### config.mk
export PLATFORM = sky130hd
export DESIGN_NAME = uart_8n1_transceiver_unit
export DESIGN_NICKNAME = d
export VERILOG_FILES = /design/src/hw/rtl/u8n1_pkg.sv /design/src/hw/rtl/uart_8n1_transceiver_unit.sv
export SDC_FILE = /design/constraint.sdc
export NUM_CORES = 1
export LEC_CHECK = 0
export ABC_AREA = 1
export ABC_CLOCK_PERIOD_IN_PS = 3600
export BUFFER_PORTS_ARGS = -buffer_cell sky130_fd_sc_hd__buf_4
export CORE_ASPECT_RATIO = 0.8
export CORE_UTILIZATION = 50
export DETAILED_ROUTE_END_ITERATION = 12
export PLACE_DENSITY = 0.69
export SYNTH_ARGS = -nofsm -noshare
export SYNTH_HDL_FRONTEND = slang
export SYNTH_SLANG_ARGS = --single-unit
export TNS_END_PERCENT = 50
### constraint.sdc
create_clock -name clk -period 3.6 [get_ports clk]
set_input_delay 0.36 -clock clk [delete_from_list [all_inputs] [get_ports clk]]
set_output_delay 0.36 -clock clk [all_outputs]
set_load 0.01 [all_outputs]
### src/hw/rtl/u8n1_pkg.sv
`default_nettype none

package u8n1_pkg;

  // Defaults for the top-level parameters
  localparam int DATA_BITS_DEF    = 8;
  localparam int PERIOD_WIDTH_DEF = 16;

  // Fixed field widths
  localparam int BYTE_W     = 8;
  localparam int CFG_DATA_W = 16;
  localparam int ERR_W      = 16;

  localparam logic [CFG_DATA_W-1:0] BIT_PERIOD_RST = 16'd16;
  localparam logic [ERR_W-1:0]      ERR_MAX        = {ERR_W{1'b1}};

  // Request codes
  typedef enum logic [1:0] {
    REQ_TICK = 2'd0,
    REQ_SEND = 2'd1,
    REQ_RECV = 2'd2
  } req_type_t;

  // Request status codes
  typedef enum logic [1:0] {
    ST_OK       = 2'd0,
    ST_RX_EMPTY = 2'd1,
    ST_TX_BUSY  = 2'd2
  } req_status_t;

  // Configuration register indexes
  typedef enum logic {
    CFG_BIT_PERIOD = 1'b0,
    CFG_RX_IRQ_EN  = 1'b1
  } cfg_index_t;

endpackage

`default_nettype wire

### src/hw/rtl/uart_8n1_transceiver_unit.sv
`default_nettype none

// Single-buffered 8N1 UART driven by request items. A tick request samples
// in_rx_line and advances both bit timers by one; a send request loads a
// byte when the transmitter is idle (else status busy); a receive request
// pops the held byte (else status empty). Every request yields exactly one
// response with the line and flag state after the request. All state
// updates on the clock edge at which a request is accepted and the
// response is held in an output register, so a new request is taken
// every cycle as long as the response side keeps up. bit_period (cfg
// index 0) sets ticks per bit, the receiver samples the start bit after
// half of it; rx_irq_enable (cfg index 1) gates the receive interrupt.
// Configuration writes are always taken and must only be issued while idle.
module uart_8n1_transceiver_unit
  import u8n1_pkg::*;
#(
  parameter int DATA_BITS    = DATA_BITS_DEF,
  parameter int PERIOD_WIDTH = PERIOD_WIDTH_DEF
) (
  input  wire                   clk,
  input  wire                   rst_n,
  // Request channel
  input  wire                   in_valid,
  output logic                  in_ready,
  input  wire  [1:0]            in_req_type,
  input  wire                   in_rx_line,
  input  wire  [BYTE_W-1:0]     in_tx_byte,
  // Response channel
  output logic                  out_valid,
  input  wire                   out_ready,
  output logic                  out_tx_line,
  output logic [BYTE_W-1:0]     out_rx_byte,
  output logic [1:0]            out_req_status,
  output logic                  out_rx_ready,
  output logic                  out_tx_empty,
  output logic                  out_tx_complete,
  output logic [ERR_W-1:0]      out_framing_errors,
  output logic                  out_rx_irq,
  // Configuration write channel
  input  wire                   cfg_valid,
  output logic                  cfg_ready,
  input  wire                   cfg_index,
  input  wire  [CFG_DATA_W-1:0] cfg_data
);

  localparam int IDX_W = $clog2(DATA_BITS + 2);
  localparam int PW    = PERIOD_WIDTH;

  // Configuration
  logic [CFG_DATA_W-1:0] bit_period_r;
  logic                  rx_irq_en_r;

  // Receiver state
  logic [IDX_W-1:0]     rx_bit_idx_r,  rx_bit_idx_nxt;
  logic                 rx_active_r,   rx_active_nxt;
  logic [PW-1:0]        rx_tick_cnt_r, rx_tick_cnt_nxt;
  logic [DATA_BITS-1:0] rx_shift_r,    rx_shift_nxt;
  logic [BYTE_W-1:0]    rx_hold_r,     rx_hold_nxt;
  logic                 rx_full_r,     rx_full_nxt;
  logic                 rx_prev_r,     rx_prev_nxt;
  logic [ERR_W-1:0]     error_cnt_r,   error_cnt_nxt;

  // Transmitter state
  logic [IDX_W-1:0]     tx_bit_idx_r,  tx_bit_idx_nxt;
  logic [PW-1:0]        tx_tick_cnt_r, tx_tick_cnt_nxt;
  logic [DATA_BITS-1:0] tx_shift_r,    tx_shift_nxt;
  logic                 tx_empty_r,    tx_empty_nxt;
  logic                 tx_cmpl_r,     tx_cmpl_nxt;
  logic                 tx_line_r,     tx_line_nxt;

  // Response register
  logic                 out_valid_r,   out_valid_nxt;
  logic [BYTE_W-1:0]    out_rx_byte_r;
  logic [1:0]           out_status_r;
  logic                 out_irq_r;

  logic                 accept;
  req_type_t            req;
  req_status_t          status;
  logic [BYTE_W-1:0]    rbyte;
  logic                 irq;
  logic [PW-1:0]        period;
  logic [PW-1:0]        rx_target;
  logic [PW-1:0]        tx_target;
  logic [PW-1:0]        rx_cnt_inc;
  logic [PW-1:0]        tx_cnt_inc;
  logic [DATA_BITS-1:0] rx_shift_set;
  logic                 tx_bit;

  assign accept    = in_valid && in_ready;
  assign in_ready  = !out_valid_r || out_ready;
  assign cfg_ready = 1'b1;
  assign req       = req_type_t'(in_req_type);

  // Bit timing targets, never below one tick
  always_comb begin
    period    = PW'(bit_period_r);
    rx_target = (rx_bit_idx_r == '0) ? (period >> 1) : period;
    if (rx_target == '0) begin
      rx_target = PW'(1);
    end
    tx_target = (period == '0) ? PW'(1) : period;
    rx_cnt_inc = rx_tick_cnt_r + PW'(1);
    tx_cnt_inc = tx_tick_cnt_r + PW'(1);
  end

  // Insert the sampled bit and pick the bit to send
  always_comb begin
    tx_bit = 1'b0;
    for (int b = 0; b < DATA_BITS; b++) begin
      rx_shift_set[b] = rx_shift_r[b] |
                        (in_rx_line && (rx_bit_idx_r == IDX_W'(b + 1)));
      tx_bit = tx_bit | (tx_shift_r[b] && (tx_bit_idx_r == IDX_W'(b + 1)));
    end
  end

  // Next state for one request
  always_comb begin
    rx_bit_idx_nxt  = rx_bit_idx_r;
    rx_active_nxt   = rx_active_r;
    rx_tick_cnt_nxt = rx_tick_cnt_r;
    rx_shift_nxt    = rx_shift_r;
    rx_hold_nxt     = rx_hold_r;
    rx_full_nxt     = rx_full_r;
    rx_prev_nxt     = rx_prev_r;
    error_cnt_nxt   = error_cnt_r;
    tx_bit_idx_nxt  = tx_bit_idx_r;
    tx_tick_cnt_nxt = tx_tick_cnt_r;
    tx_shift_nxt    = tx_shift_r;
    tx_empty_nxt    = tx_empty_r;
    tx_cmpl_nxt     = tx_cmpl_r;
    tx_line_nxt     = tx_line_r;
    status          = ST_OK;
    rbyte           = '0;
    irq             = 1'b0;

    if (accept) begin
      unique case (req)
        REQ_TICK: begin
          // Receiver: hunt for start edge, else time the current bit
          if (!rx_active_r) begin
            if (rx_prev_r && !in_rx_line) begin
              if (!rx_full_r) begin
                rx_active_nxt   = 1'b1;
                rx_tick_cnt_nxt = '0;
                rx_bit_idx_nxt  = '0;
              end else begin
                irq = rx_irq_en_r;
              end
            end
          end else if (rx_cnt_inc >= rx_target) begin
            rx_tick_cnt_nxt = '0;
            if (rx_bit_idx_r == '0) begin
              if (in_rx_line) begin
                // Bad start bit: count it and drop the frame
                if (error_cnt_r != ERR_MAX) begin
                  error_cnt_nxt = error_cnt_r + ERR_W'(1);
                end
                rx_active_nxt  = 1'b0;
                rx_bit_idx_nxt = '0;
                rx_shift_nxt   = '0;
              end else begin
                rx_bit_idx_nxt = IDX_W'(1);
              end
            end else if (rx_bit_idx_r == IDX_W'(DATA_BITS)) begin
              rx_hold_nxt    = BYTE_W'(rx_shift_set);
              rx_full_nxt    = 1'b1;
              rx_shift_nxt   = '0;
              rx_active_nxt  = 1'b0;
              rx_bit_idx_nxt = '0;
              irq            = rx_irq_en_r;
            end else begin
              rx_shift_nxt   = rx_shift_set;
              rx_bit_idx_nxt = rx_bit_idx_r + IDX_W'(1);
            end
          end else begin
            rx_tick_cnt_nxt = rx_cnt_inc;
          end
          rx_prev_nxt = in_rx_line;

          // Transmitter: advance one bit per period until the stop bit
          if (!tx_cmpl_r) begin
            if (tx_cnt_inc < tx_target) begin
              tx_tick_cnt_nxt = tx_cnt_inc;
            end else begin
              tx_tick_cnt_nxt = '0;
              if (tx_bit_idx_r == '0) begin
                tx_empty_nxt   = 1'b1;
                tx_line_nxt    = 1'b0;
                tx_bit_idx_nxt = IDX_W'(1);
              end else if (tx_bit_idx_r <= IDX_W'(DATA_BITS)) begin
                tx_line_nxt    = tx_bit;
                tx_bit_idx_nxt = tx_bit_idx_r + IDX_W'(1);
              end else begin
                tx_line_nxt    = 1'b1;
                tx_cmpl_nxt    = 1'b1;
                tx_bit_idx_nxt = '0;
              end
            end
          end
        end
        REQ_SEND: begin
          if (tx_empty_r && tx_cmpl_r) begin
            tx_shift_nxt    = DATA_BITS'(in_tx_byte);
            tx_empty_nxt    = 1'b0;
            tx_cmpl_nxt     = 1'b0;
            tx_tick_cnt_nxt = '0;
            tx_bit_idx_nxt  = '0;
          end else begin
            status = ST_TX_BUSY;
          end
        end
        REQ_RECV: begin
          if (rx_full_r) begin
            rbyte       = rx_hold_r;
            rx_full_nxt = 1'b0;
          end else begin
            status = ST_RX_EMPTY;
          end
        end
        default: begin
          // Unused request code: no effect
        end
      endcase
    end
  end

  // Response valid: set on accept, drop once taken
  always_comb begin
    if (accept) begin
      out_valid_nxt = 1'b1;
    end else if (out_ready) begin
      out_valid_nxt = 1'b0;
    end else begin
      out_valid_nxt = out_valid_r;
    end
  end

  // Control and state registers
  always_ff @(posedge clk) begin
    if (!rst_n) begin
      bit_period_r  <= BIT_PERIOD_RST;
      rx_irq_en_r   <= 1'b0;
      rx_bit_idx_r  <= '0;
      rx_active_r   <= 1'b0;
      rx_tick_cnt_r <= '0;
      rx_shift_r    <= '0;
      rx_hold_r     <= '0;
      rx_full_r     <= 1'b0;
      rx_prev_r     <= 1'b1;
      error_cnt_r   <= '0;
      tx_bit_idx_r  <= '0;
      tx_tick_cnt_r <= '0;
      tx_shift_r    <= '0;
      tx_empty_r    <= 1'b1;
      tx_cmpl_r     <= 1'b1;
      tx_line_r     <= 1'b1;
      out_valid_r   <= 1'b0;
    end else begin
      if (cfg_valid && cfg_ready) begin
        unique case (cfg_index_t'(cfg_index))
          CFG_BIT_PERIOD: bit_period_r <= cfg_data;
          CFG_RX_IRQ_EN:  rx_irq_en_r  <= cfg_data[0];
        endcase
      end
      rx_bit_idx_r  <= rx_bit_idx_nxt;
      rx_active_r   <= rx_active_nxt;
      rx_tick_cnt_r <= rx_tick_cnt_nxt;
      rx_shift_r    <= rx_shift_nxt;
      rx_hold_r     <= rx_hold_nxt;
      rx_full_r     <= rx_full_nxt;
      rx_prev_r     <= rx_prev_nxt;
      error_cnt_r   <= error_cnt_nxt;
      tx_bit_idx_r  <= tx_bit_idx_nxt;
      tx_tick_cnt_r <= tx_tick_cnt_nxt;
      tx_shift_r    <= tx_shift_nxt;
      tx_empty_r    <= tx_empty_nxt;
      tx_cmpl_r     <= tx_cmpl_nxt;
      tx_line_r     <= tx_line_nxt;
      out_valid_r   <= out_valid_nxt;
    end
  end

  // Response payload: hold until the next accepted request
  always_ff @(posedge clk) begin
    if (accept) begin
      out_rx_byte_r <= rbyte;
      out_status_r  <= status;
      out_irq_r     <= irq;
    end
  end

  assign out_valid          = out_valid_r;
  assign out_tx_line        = tx_line_r;
  assign out_rx_byte        = out_rx_byte_r;
  assign out_req_status     = out_status_r;
  assign out_rx_ready       = rx_full_r;
  assign out_tx_empty       = tx_empty_r;
  assign out_tx_complete    = tx_cmpl_r;
  assign out_framing_errors = error_cnt_r;
  assign out_rx_irq         = out_irq_r;

`ifndef ASSERT_OFF
  // A full buffer never coexists with an active reception
  a_rx_full_idle: assert property (@(posedge clk) disable iff (!rst_n)
    !(rx_active_r && rx_full_r))
    else $error("receiver active while buffer full");

  // Framing error count never goes down
  a_err_monotonic: assert property (@(posedge clk) disable iff (!rst_n)
    1'b1 |=> (error_cnt_r >= $past(error_cnt_r)))
    else $error("framing error count decreased");

  // A send taken by an idle transmitter starts a frame
  a_send_starts: assert property (@(posedge clk) disable iff (!rst_n)
    (accept && req == REQ_SEND && tx_empty_r && tx_cmpl_r)
      |=> (!tx_cmpl_r && !tx_empty_r))
    else $error("send request did not start transmitter");

  // Receive bit index stays within the frame
  a_rx_idx_range: assert property (@(posedge clk) disable iff (!rst_n)
    rx_bit_idx_r <= IDX_W'(DATA_BITS))
    else $error("receive bit index out of range");
`endif

endmodule

`default_nettype wire

==> results of run 1 <==
## where the power goes
part           internal (mW)  total [mW]  switching, mW
logic                  0.122       0.319          0.197
registers               1.33        1.35         0.0255
clock network           1.01        1.62          0.613
total                   2.45        3.29          0.836
## cells in the mapped netlist, types with 3 or more instances
cell type  instances  area, µm²
xnor2_1            5       43.8
dfxtp_1          104       2080
nor2_2             9       56.3
nand2_1          175        657
nand3_1           49        245
a21oi_1           86        430
o21ai_1            3       15.0
nor3_2             5       50.1
edfxtp_1          11        330
xor2_1            28        245
a21oi_2            7       61.3
inv_1            108        405
nand3_2           13        130
nor4_1             7       43.8
clkinv_1           3       11.3
o21ai_0           59        295
buf_2              4       20.0
o21bai_1           6       45.0
nor3_1             9       45.0
nand4_1           19        119
nor2_1            93        349
inv_2              5       18.8
clkbuf_1          14       52.6
ha_1              45        563
o211ai_1           3       22.5
## routing by layer
metal	up-vias	wire, µm	GRT usage
met4	0	207	0.0862
met1	2748	8030	0.351
met3	19	582	0.0415
li1	3143	-	-
met5	-	0	0
met2	111	7020	0.353
## final cells by class
class | instances | share of cell area
Clock buffer | 17 | 0.0526
Clock inverter | 15 | 0.0173
Inverter | 118 | 0.0557
Multi-Input combinational cell | 644 | 0.464
Sequential cell | 115 | 0.299
Tap cell | 175 | 0.0271
Timing Repair Buffer | 84 | 0.0842
## cells by family (layout without fill, tap and decap cells)
kind of cell / after synthesis / after routing
buffers and inverters: 142 / 234
DFF: 115 / 115
adders and majority gates: 45 / 45
and+or+nand+nor: 387 / 387
other: 1 / 1
AOI/OAI and AO/OA: 175 / 175
xor gates and xnor gates: 36 / 36
## registers in the layout, summed over array words and instances (netlist names), 2 cells and up
signal              cells
tx_tick_cnt_r          16
rx_bit_idx_r            4
rx_shift_r              8
tx_bit_idx_r            4
out_req_status          2
bit_period_r           16
out_framing_errors     16
out_rx_byte             8
tx_shift_r              8
rx_hold_r               8
rx_tick_cnt_r          16
## worst max path at each step
stage                             startpoint                        endpoint  slack (ps)  depth (start not counted)
5_1_grt        rx_tick_cnt_r[0]$_SDFFE_PN0P_       rx_hold_r[4]$_SDFFE_PN0P_         -50                         19
3_5_place_dp   rx_tick_cnt_r[0]$_SDFFE_PN0P_       rx_hold_r[1]$_SDFFE_PN0P_          -3                         19
4_1_cts        tx_tick_cnt_r[0]$_SDFFE_PN0P_   tx_tick_cnt_r[4]$_SDFFE_PN0P_          50                         16
2_1_floorplan   rx_bit_idx_r[0]$_SDFFE_PN0P_       rx_hold_r[0]$_SDFFE_PN0P_         450                         20
3_3_place_gp   rx_tick_cnt_r[0]$_SDFFE_PN0P_       rx_hold_r[1]$_SDFFE_PN0P_          10                         19
6_report        rx_bit_idx_r[1]$_SDFFE_PN0P_  rx_tick_cnt_r[13]$_SDFFE_PN0P_         280                         19
## worst max-delay path, cell delays in order (launching register included)
cell and delay, ps:
dfxtp_2 330, inv_1 90, ha_1 190, nand2_2 110
clkbuf_16 200, o21ai_1 190, nand4_1 140, o41ai_2 330
ha_1 280, o21ai_1 130, a21oi_1 70, o21bai_1 120
nand2_1 100, a21oi_4 190, o21ai_4 80, buf_4 150
nor2_2 80, buf_6 170, nand3_1 110, a21oi_1 160
## per-stage QoR
step	cell area, µm²	worst slack (ps)	hold WS (ps)
finish	8090	276	166
global route	8090	-53.9	167
CTS	7860	50.8	160
detailed placement	7280	-3.16	421
global placement	7280	13.9	420
floorplan	6620	454	408
## repair_timing
item                                    CTS  global route
endpoints found under the setup margin    8            73
gates resized for setup                   0            51
setup buffers                             2             8
pin swaps                                 1             8
gates cloned                              0             1
==> run metrics, run 1 <==
launch point of the worst reg-to-reg path=rx_bit_idx_r[1]$_SDFFE_PN0P_; async set or reset register ratio after synthesis=0; most frequent cells in the layout=nand2_1 (173), inv_1 (107), dfxtp_1 (100); Layout fillers=1179; VDD IR-drop max=369 µV; first-pass GRT wire length=25.8 mm; Hold Path Sink=bit_period_r[4]$_SDFFE_PN1P_; Hold Path Class=in -> reg; final setup vio count=0; Post-synth EDFFs=11; # clock sinks=115; max-slew violations=0; power after layout=3.29 mW; Residual DRC=0; largest family of logic cells by synthesized area=simple AND/OR/NAND/NOR gates; Fin Setup TNS=0 ps; warnings from Yosys=0; Ports=67; multiplexer area fraction after synthesis=0; count of cell types in the netlist=48; clock latency on the worst-skew pair=420 ps; Synth Area in Simple Gates=0.268; vias in the first global route=5312; Net Count, Synth=979; layout overhead on the synthesized area=22.1%; cell row count=37; Seq/Total Area, Yosys=0.364; Fmax achieved=301 MHz; status=finished clean; Placer Congestion=0.850; GRT overflow=0; commonest non-fill, non-tap cell in the layout=nand2_1; Synth Area in Adders=0.0850; Die Wd=131 µm; Mapped Area=6620 µm²; area occupied by multi-input gates=3750 µm²; antenna violations before repair=0; Compound-Gate Fraction of Synth Area=0.145; CP Data Required Time=3930 ps; min-delay src=cfg_data[4]; drt first pass iters=5; FF-to-FF setup slack=280 ps; Finished Core Util=0.628; DP HPWL=11.1 mm; total routed wirelength=15.8 mm; Reg area=2420 µm²; # diodes=0; R2R depth=19; Avg Cell Area, Syn=7.35 µm²; reg2reg end=rx_tick_cnt_r[13]$_SDFFE_PN0P_; largest net degree at the start of global routing=46; Tightest Pin Transition=756 ps; Initial DRC Count=451; vias post-DR=6021; Clock Tree Buf Depth=2; Max Clock Skew=11.6 ps; final hold violation count=0; H-tree depth=4; critical path launch point type=register; post-synthesis cell count=901; P per Cell Area=407 nW/µm²; number of synthesized register bits=115; total CTS buffers=17; Total Nets Final=1058; Root Buffer=clkbuf_16; CP arrival=3660 ps; Port-buffer cells=65; gr usage total=0.241; largest fanout on the critical path=16; Max-Cap Viols=0; Lkg Pwr=3.31 nW; worst rel slew slack=0.495; die footprint=13700 µm²; Post-Synth XOR/XNOR Area=0.0510; dpl cells=1125; share of cells above drive strength 1=0.190; Primary FF master, synth=dfxtp_1; Initial Util=0.515; Antenna Nets Post-Route=0; Tcrit/Tclk final=0.923; worst hold stages=3; placeable core area=12900 µm²; WS Path Type=reg -> reg; Worst Setup End Kind=register; Via density=5.15; clock-pin transition on the worst setup and hold timing paths=50 ps; CTS Hold Bufs=0; Final min period=3320 ps; die height=105 µm; CTS tree=built; WL/cell=13.6 µm; final std cells w/o fill=1168
(Power assumes the default switching activity.)
==> run 2: changes to the inputs <==
- PLACE_DENSITY: 0.69 -> 0.7
==> run metrics, run 2 (synthesized netlist as in run 1, its figures left out) <==
status=finished clean; CP Data Required Time=3950 ps (+20 ps); max incr delay on CP=380 ps (+50 ps); Critical Path Slowest Stage Cell=dfxtp_4; # clock sinks=115 (unchanged); GRT overflow=0 (unchanged); vias in the first global route=5414 (+1.9%); clock latency on the worst-skew pair=420 ps (about the same); Initial Util=0.515 (unchanged); Hold Path Class=in -> reg; total CTS buffers=17 (unchanged); Die Wd=131 µm (unchanged); VDD IR-drop max=371 µV (+0.56%); Tightest Pin Transition=739 ps (-17.3 ps); Total Nets Final=1057 (-0.095%); critical path launch point type=register; reg2reg end=rx_hold_r[0]$_SDFFE_PN0P_; Max Clock Skew=9.89 ps (-1.69 ps); R2R depth=19 (unchanged); gr usage total=0.242 (+0.000927); P per Cell Area=428 nW/µm² (+5.2%); Antenna Nets Post-Route=0 (unchanged); commonest non-fill, non-tap cell in the layout=nand2_1; final setup vio count=0 (unchanged); cell row count=37 (unchanged); Root Buffer=clkbuf_16; Worst Setup End Kind=register; worst rel slew slack=0.507 (+0.0115); first-pass GRT wire length=25.9 mm (+0.32%); largest net degree at the start of global routing=45 (-2.2%); die footprint=13700 µm² (unchanged); Tcrit/Tclk final=0.937 (+0.0135); Fmax achieved=297 MHz (-1.4%); Finished Core Util=0.629 (+0.000778); die height=105 µm (unchanged); DP HPWL=11.3 mm (+1.7%); crit-path cells=ha_4 -> and3_4 -> nand3_2 -> nor2_2 -> nand4_1 -> nor3_2 -> nand2_1 -> xor2_1 -> inv_1 -> ha_1 -> nand2_1 -> nor2_2 -> nand4_1 -> o21ai_4 -> nand2_2 -> buf_4 -> nor2_4 -> o21ai_0 -> a21oi_1; layout overhead on the synthesized area=22.2%; unrepaired setup endpoints after global routing=true; most frequent cells in the layout=nand2_1 (172), inv_1 (107), dfxtp_1 (100); min-delay src=cfg_data[4]; Lkg Pwr=3.34 nW (+0.87%); largest fanout on the critical path=8 (-8); vias post-DR=6024 (+0.050%); Final min period=3370 ps (+48.7 ps); # diodes=0 (unchanged); clock-pin transition on the worst setup and hold timing paths=60 ps (about the same); Placer Congestion=0.877 (+3.1%); H-tree depth=4 (unchanged); FF-to-FF setup slack=230 ps (-50 ps); Residual DRC=0 (unchanged); share of cells above drive strength 1=0.182 (-0.00787); final hold violation count=0 (unchanged); launch point of the worst reg-to-reg path=rx_tick_cnt_r[0]$_SDFFE_PN0P_; Ports=67 (unchanged); Via density=5.16 (+0.14%); Port-buffer cells=65 (unchanged); WS Path Type=reg -> reg; placeable core area=12900 µm² (unchanged); total routed wirelength=15.8 mm (-0.45%); power after layout=3.46 mW (+5.3%); CP arrival=3720 ps (+60 ps); Hold Path Sink=bit_period_r[4]$_SDFFE_PN1P_; worst hold stages=3 (unchanged); Clock Tree Buf Depth=2 (unchanged); max-slew violations=0 (unchanged); WL/cell=13.5 µm (-0.36%); drt first pass iters=5 (unchanged); antenna violations before repair=0 (unchanged); CTS tree=built; Initial DRC Count=368 (-18%); Max-Cap Viols=0 (unchanged)
-- run 2: per-layer routing --
layer | up-vias | global-route usage | wire length [µm]
met3 | 24 | 0.0481 | 637
met1 | 2741 | 0.343 | 7710
li1 | 3136 | - | -
met5 | - | 0 | 0
met4 | 0 | 0.0846 | 290
met2 | 123 | 0.361 | 7130
-- run 2: area by class of cell --
cell class                      instances  area (µm²)
Timing Repair Buffer                   83         652
Clock inverter                         15         206
Tap cell                              175         219
Sequential cell                       115        2420
Inverter                              118         447
Fill cell                            1161        4770
Multi-Input combinational cell        644        3730
Clock buffer                           17         425
-- run 2: how the worst max path moves through the flow --
| stage | startpoint | end | depth (start not counted) |
|---|---|---|---|
| after CTS | rx_tick_cnt_r[0]$_SDFFE_PN0P_ | rx_hold_r[0]$_SDFFE_PN0P_ | 19 |
| after floorplan | rx_bit_idx_r[0]$_SDFFE_PN0P_ | rx_hold_r[0]$_SDFFE_PN0P_ | 20 |
| after detailed placement | rx_tick_cnt_r[0]$_SDFFE_PN0P_ | rx_hold_r[0]$_SDFFE_PN0P_ | 19 |
| after global placement | rx_tick_cnt_r[0]$_SDFFE_PN0P_ | rx_hold_r[5]$_SDFFE_PN0P_ | 19 |
| after global routing | rx_tick_cnt_r[0]$_SDFFE_PN0P_ | rx_hold_r[4]$_SDFFE_PN0P_ | 19 |
| final | rx_tick_cnt_r[0]$_SDFFE_PN0P_ | rx_hold_r[0]$_SDFFE_PN0P_ | 19 |
-- run 2: what timing repair did --
item / in CTS / in global routing
hold buffers: 0 / 0
endpoints found under the setup margin: 4 / 57
setup buffers: 0 / 5
pin swaps: 1 / 9
gates resized for setup: 0 / 30
-- run 2: worst max-delay path: cells and delay by family, from the launching register on --
kind,cells,cell delay (ps)
AND/OR/NAND/NOR,11,1560
AO/OA/AOI/OAI,3,580
adder cells (fa/ha/maj),2,410
flip-flops,1,380
buffers and inverters,2,240
XOR/XNOR,1,140
-- run 2: report_power, final --
group / internal, mW / total [mW] / switching, mW
clock network: 1.16 / 1.81 / 0.644
logic: 0.114 / 0.307 / 0.193
registers: 1.32 / 1.35 / 0.0250
-- run 2: stage by stage --
step	hold slack [ps]	instances	setup slack, ps	setup TNS [ps]	area (µm²)
CTS	161	1162	11.4	0	7960
finish	163	1167	228	0	8100
floorplan	408	901	454	0	6620
detailed placement	424	1130	-7.49	-7.49	7330
global placement	422	1130	80.4	0	7330
global route	158	1167	-50.6	-286	8100
==> run 3: changes to the inputs <==
- ABC_CLOCK_PERIOD_IN_PS: 3600 -> 3900
- CORE_UTILIZATION: 50 -> 30
- PLACE_DENSITY: 0.7 -> 0.47
- clock period: 3.6 -> 3.9 ns (I/O delays scaled with it)
==> run metrics, run 3 (synthesized netlist as in run 1, its figures left out) <==
Ports=67 (unchanged); Fin Setup TNS=0 ps (unchanged); total CTS buffers=17 (unchanged); Net Sw Frac=0.254 (+0.00512); die footprint=22700 µm² (+65%); Initial Util=0.306 (-0.208); Total Nets Final=1047 (-0.95%); Post-Place Setup Slack=94.1 ps (+102 ps); unrepaired setup endpoints after global routing=false; critical path launch point type=register; placeable core area=21600 µm² (+68%); Initial DRC Count=312 (-15%); Die Wd=168 µm (+29%); Max Clock Skew=13.9 ps (+4.06 ps); R2R depth=20 (+1); Placer Congestion=0.815 (-7.1%); CP Data Required Time=4250 ps (+300 ps); WL/cell=13.2 µm (-2.1%); Final min period=3490 ps (+120 ps); internal power=2.27 mW (-13%); layout overhead on the synthesized area=21.0%; vias post-DR=5790 (-3.9%); Hold Path Class=in -> reg; vias in the first global route=5384 (-0.55%); GRT overflow=0 (unchanged); Final Worst Setup Slack=407 ps (+180 ps); die height=135 µm (+29%); Layout fillers=2276 (+96%); Fmax achieved=286 MHz (-3.4%); Clock Tree Buf Depth=2 (unchanged); # diodes=0 (unchanged); Worst Setup End Kind=register; most frequent cells in the layout=nand2_1 (172), inv_1 (108), dfxtp_1 (103); largest fanout on the critical path=32 (+24); clock-pin transition on the worst setup and hold timing paths=60 ps (about the same); largest net degree at the start of global routing=46 (+2.2%); Tcrit/Tclk final=0.896 (-0.0412); CP arrival=3840 ps (+120 ps); Antenna Nets Post-Route=0 (unchanged); power after layout=3.05 mW (-12%); Port-buffer cells=65 (unchanged); drt first pass iters=5 (unchanged); Tightest Pin Transition=726 ps (-13.2 ps); Via density=4.61 (-11%); Lkg Pwr=3.24 nW (-3.1%); P per Cell Area=380 nW/µm² (-11%); final setup vio count=0 (unchanged); Switch Pwr=774 µW (-10%); CTS Hold Bufs=0 (unchanged); clock latency on the worst-skew pair=420 ps (about the same); final hold violation count=0 (unchanged); first-pass GRT wire length=28.0 mm (+8.4%); status=finished clean; Flop pwr share=0.409 (+0.019); CTS tree=built; # clock sinks=115 (unchanged); WS Path Type=reg -> reg; share of cells above drive strength 1=0.163 (-0.0195); VDD IR-drop max=233 µV (-37%); Gate power share=0.092 (+0.003); worst rel slew slack=0.516 (+0.00880); commonest non-fill, non-tap cell in the layout=nand2_1; clock share of power=0.499 (-0.023); gr usage total=0.157 (-0.0846); Max-Cap Viols=0 (unchanged); cell row count=48 (+30%); max-slew violations=0 (unchanged); Residual DRC=0 (unchanged); H-tree depth=4 (unchanged); antenna violations before repair=0 (unchanged); DP HPWL=12.4 mm (+10%); total routed wirelength=16.6 mm (+5.4%); worst hold stages=3 (unchanged); Root Buffer=clkbuf_16
==> run 3: metrics by stage <==
step           cells  cell area [µm²]  hold slack, ps   util
2_1_floorplan    901             6620             408      -
3_3_place_gp    1224             7390             418  0.342
3_5_place_dp    1224             7390             428  0.342
4_1_cts         1256             7960             197  0.368
5_1_grt         1257             8010             204  0.371
6_report        1257             8010             213  0.371
==> run 3: critical path, stage by stage, from the launching register on <==
cell	delay, ps
dfxtp_1	380
inv_1	100
ha_1	190
nand2_1	100
buf_6	210
nand2_1	80
o21ai_0	140
nand4_1	190
o41ai_2	380
ha_1	280
o21ai_1	130
a21oi_1	70
o21bai_1	120
nand2_1	100
a21oi_4	180
o21ai_4	130
nand2_2	170
inv_1	100
nand2_2	150
nand2_1	70
a21oi_1	140
==> run 3: timing repair <==
action	4_1_cts	5_1_grt
setup endpoints to repair	0	53
setup buffers	0	1
gates resized for setup	0	10
==> run 3: final timing paths <==
| path | to | slack [ps] | from |
|---|---|---|---|
| worst max-delay path | rx_hold_r[5]$_SDFFE_PN0P_ | 410 | rx_bit_idx_r[1]$_SDFFE_PN0P_ |
| worst min-delay path | tx_shift_r[7]$_SDFFE_PN0P_ | 210 | in_tx_byte[7] |
| worst max register to register | rx_hold_r[5]$_SDFFE_PN0P_ | 410 | rx_bit_idx_r[1]$_SDFFE_PN0P_ |
| worst min register to register | rx_shift_r[7]$_SDFFE_PN0P_ | 440 | rx_shift_r[7]$_SDFFE_PN0P_ |
==> run 3: area by class of cell <==
| cell class | count | area [µm²] | area share |
|---|---|---|---|
| Clock buffer | 18 | 439 | 0.0548 |
| Clock inverter | 14 | 138 | 0.0172 |
| Inverter | 118 | 447 | 0.0557 |
| Multi-Input combinational cell | 644 | 3680 | 0.459 |
| Sequential cell | 115 | 2410 | 0.301 |
| Tap cell | 275 | 344 | 0.0429 |
| Timing Repair Buffer | 73 | 552 | 0.0689 |
==> run 3: power by group through the flow <==
stage / Sequential, mW / Combinational [mW] / Clock, mW
after floorplan: 1.27 / 0.182 / 0
after global placement: 1.27 / 0.277 / 0
after detailed placement: 1.27 / 0.277 / 0
after CTS: 1.25 / 0.279 / 1.55
after global routing: 1.25 / 0.322 / 1.61
final: 1.25 / 0.279 / 1.52
==> run 3: per-layer routing <==
layer  GRT usage  vias to the layer above  wire, µm
li1            -                     3105         -
met1       0.232                     2595      9060
met2       0.226                       82      6830
met3      0.0378                        8       616
met4      0.0424                        0       110
met5           0                        -         0
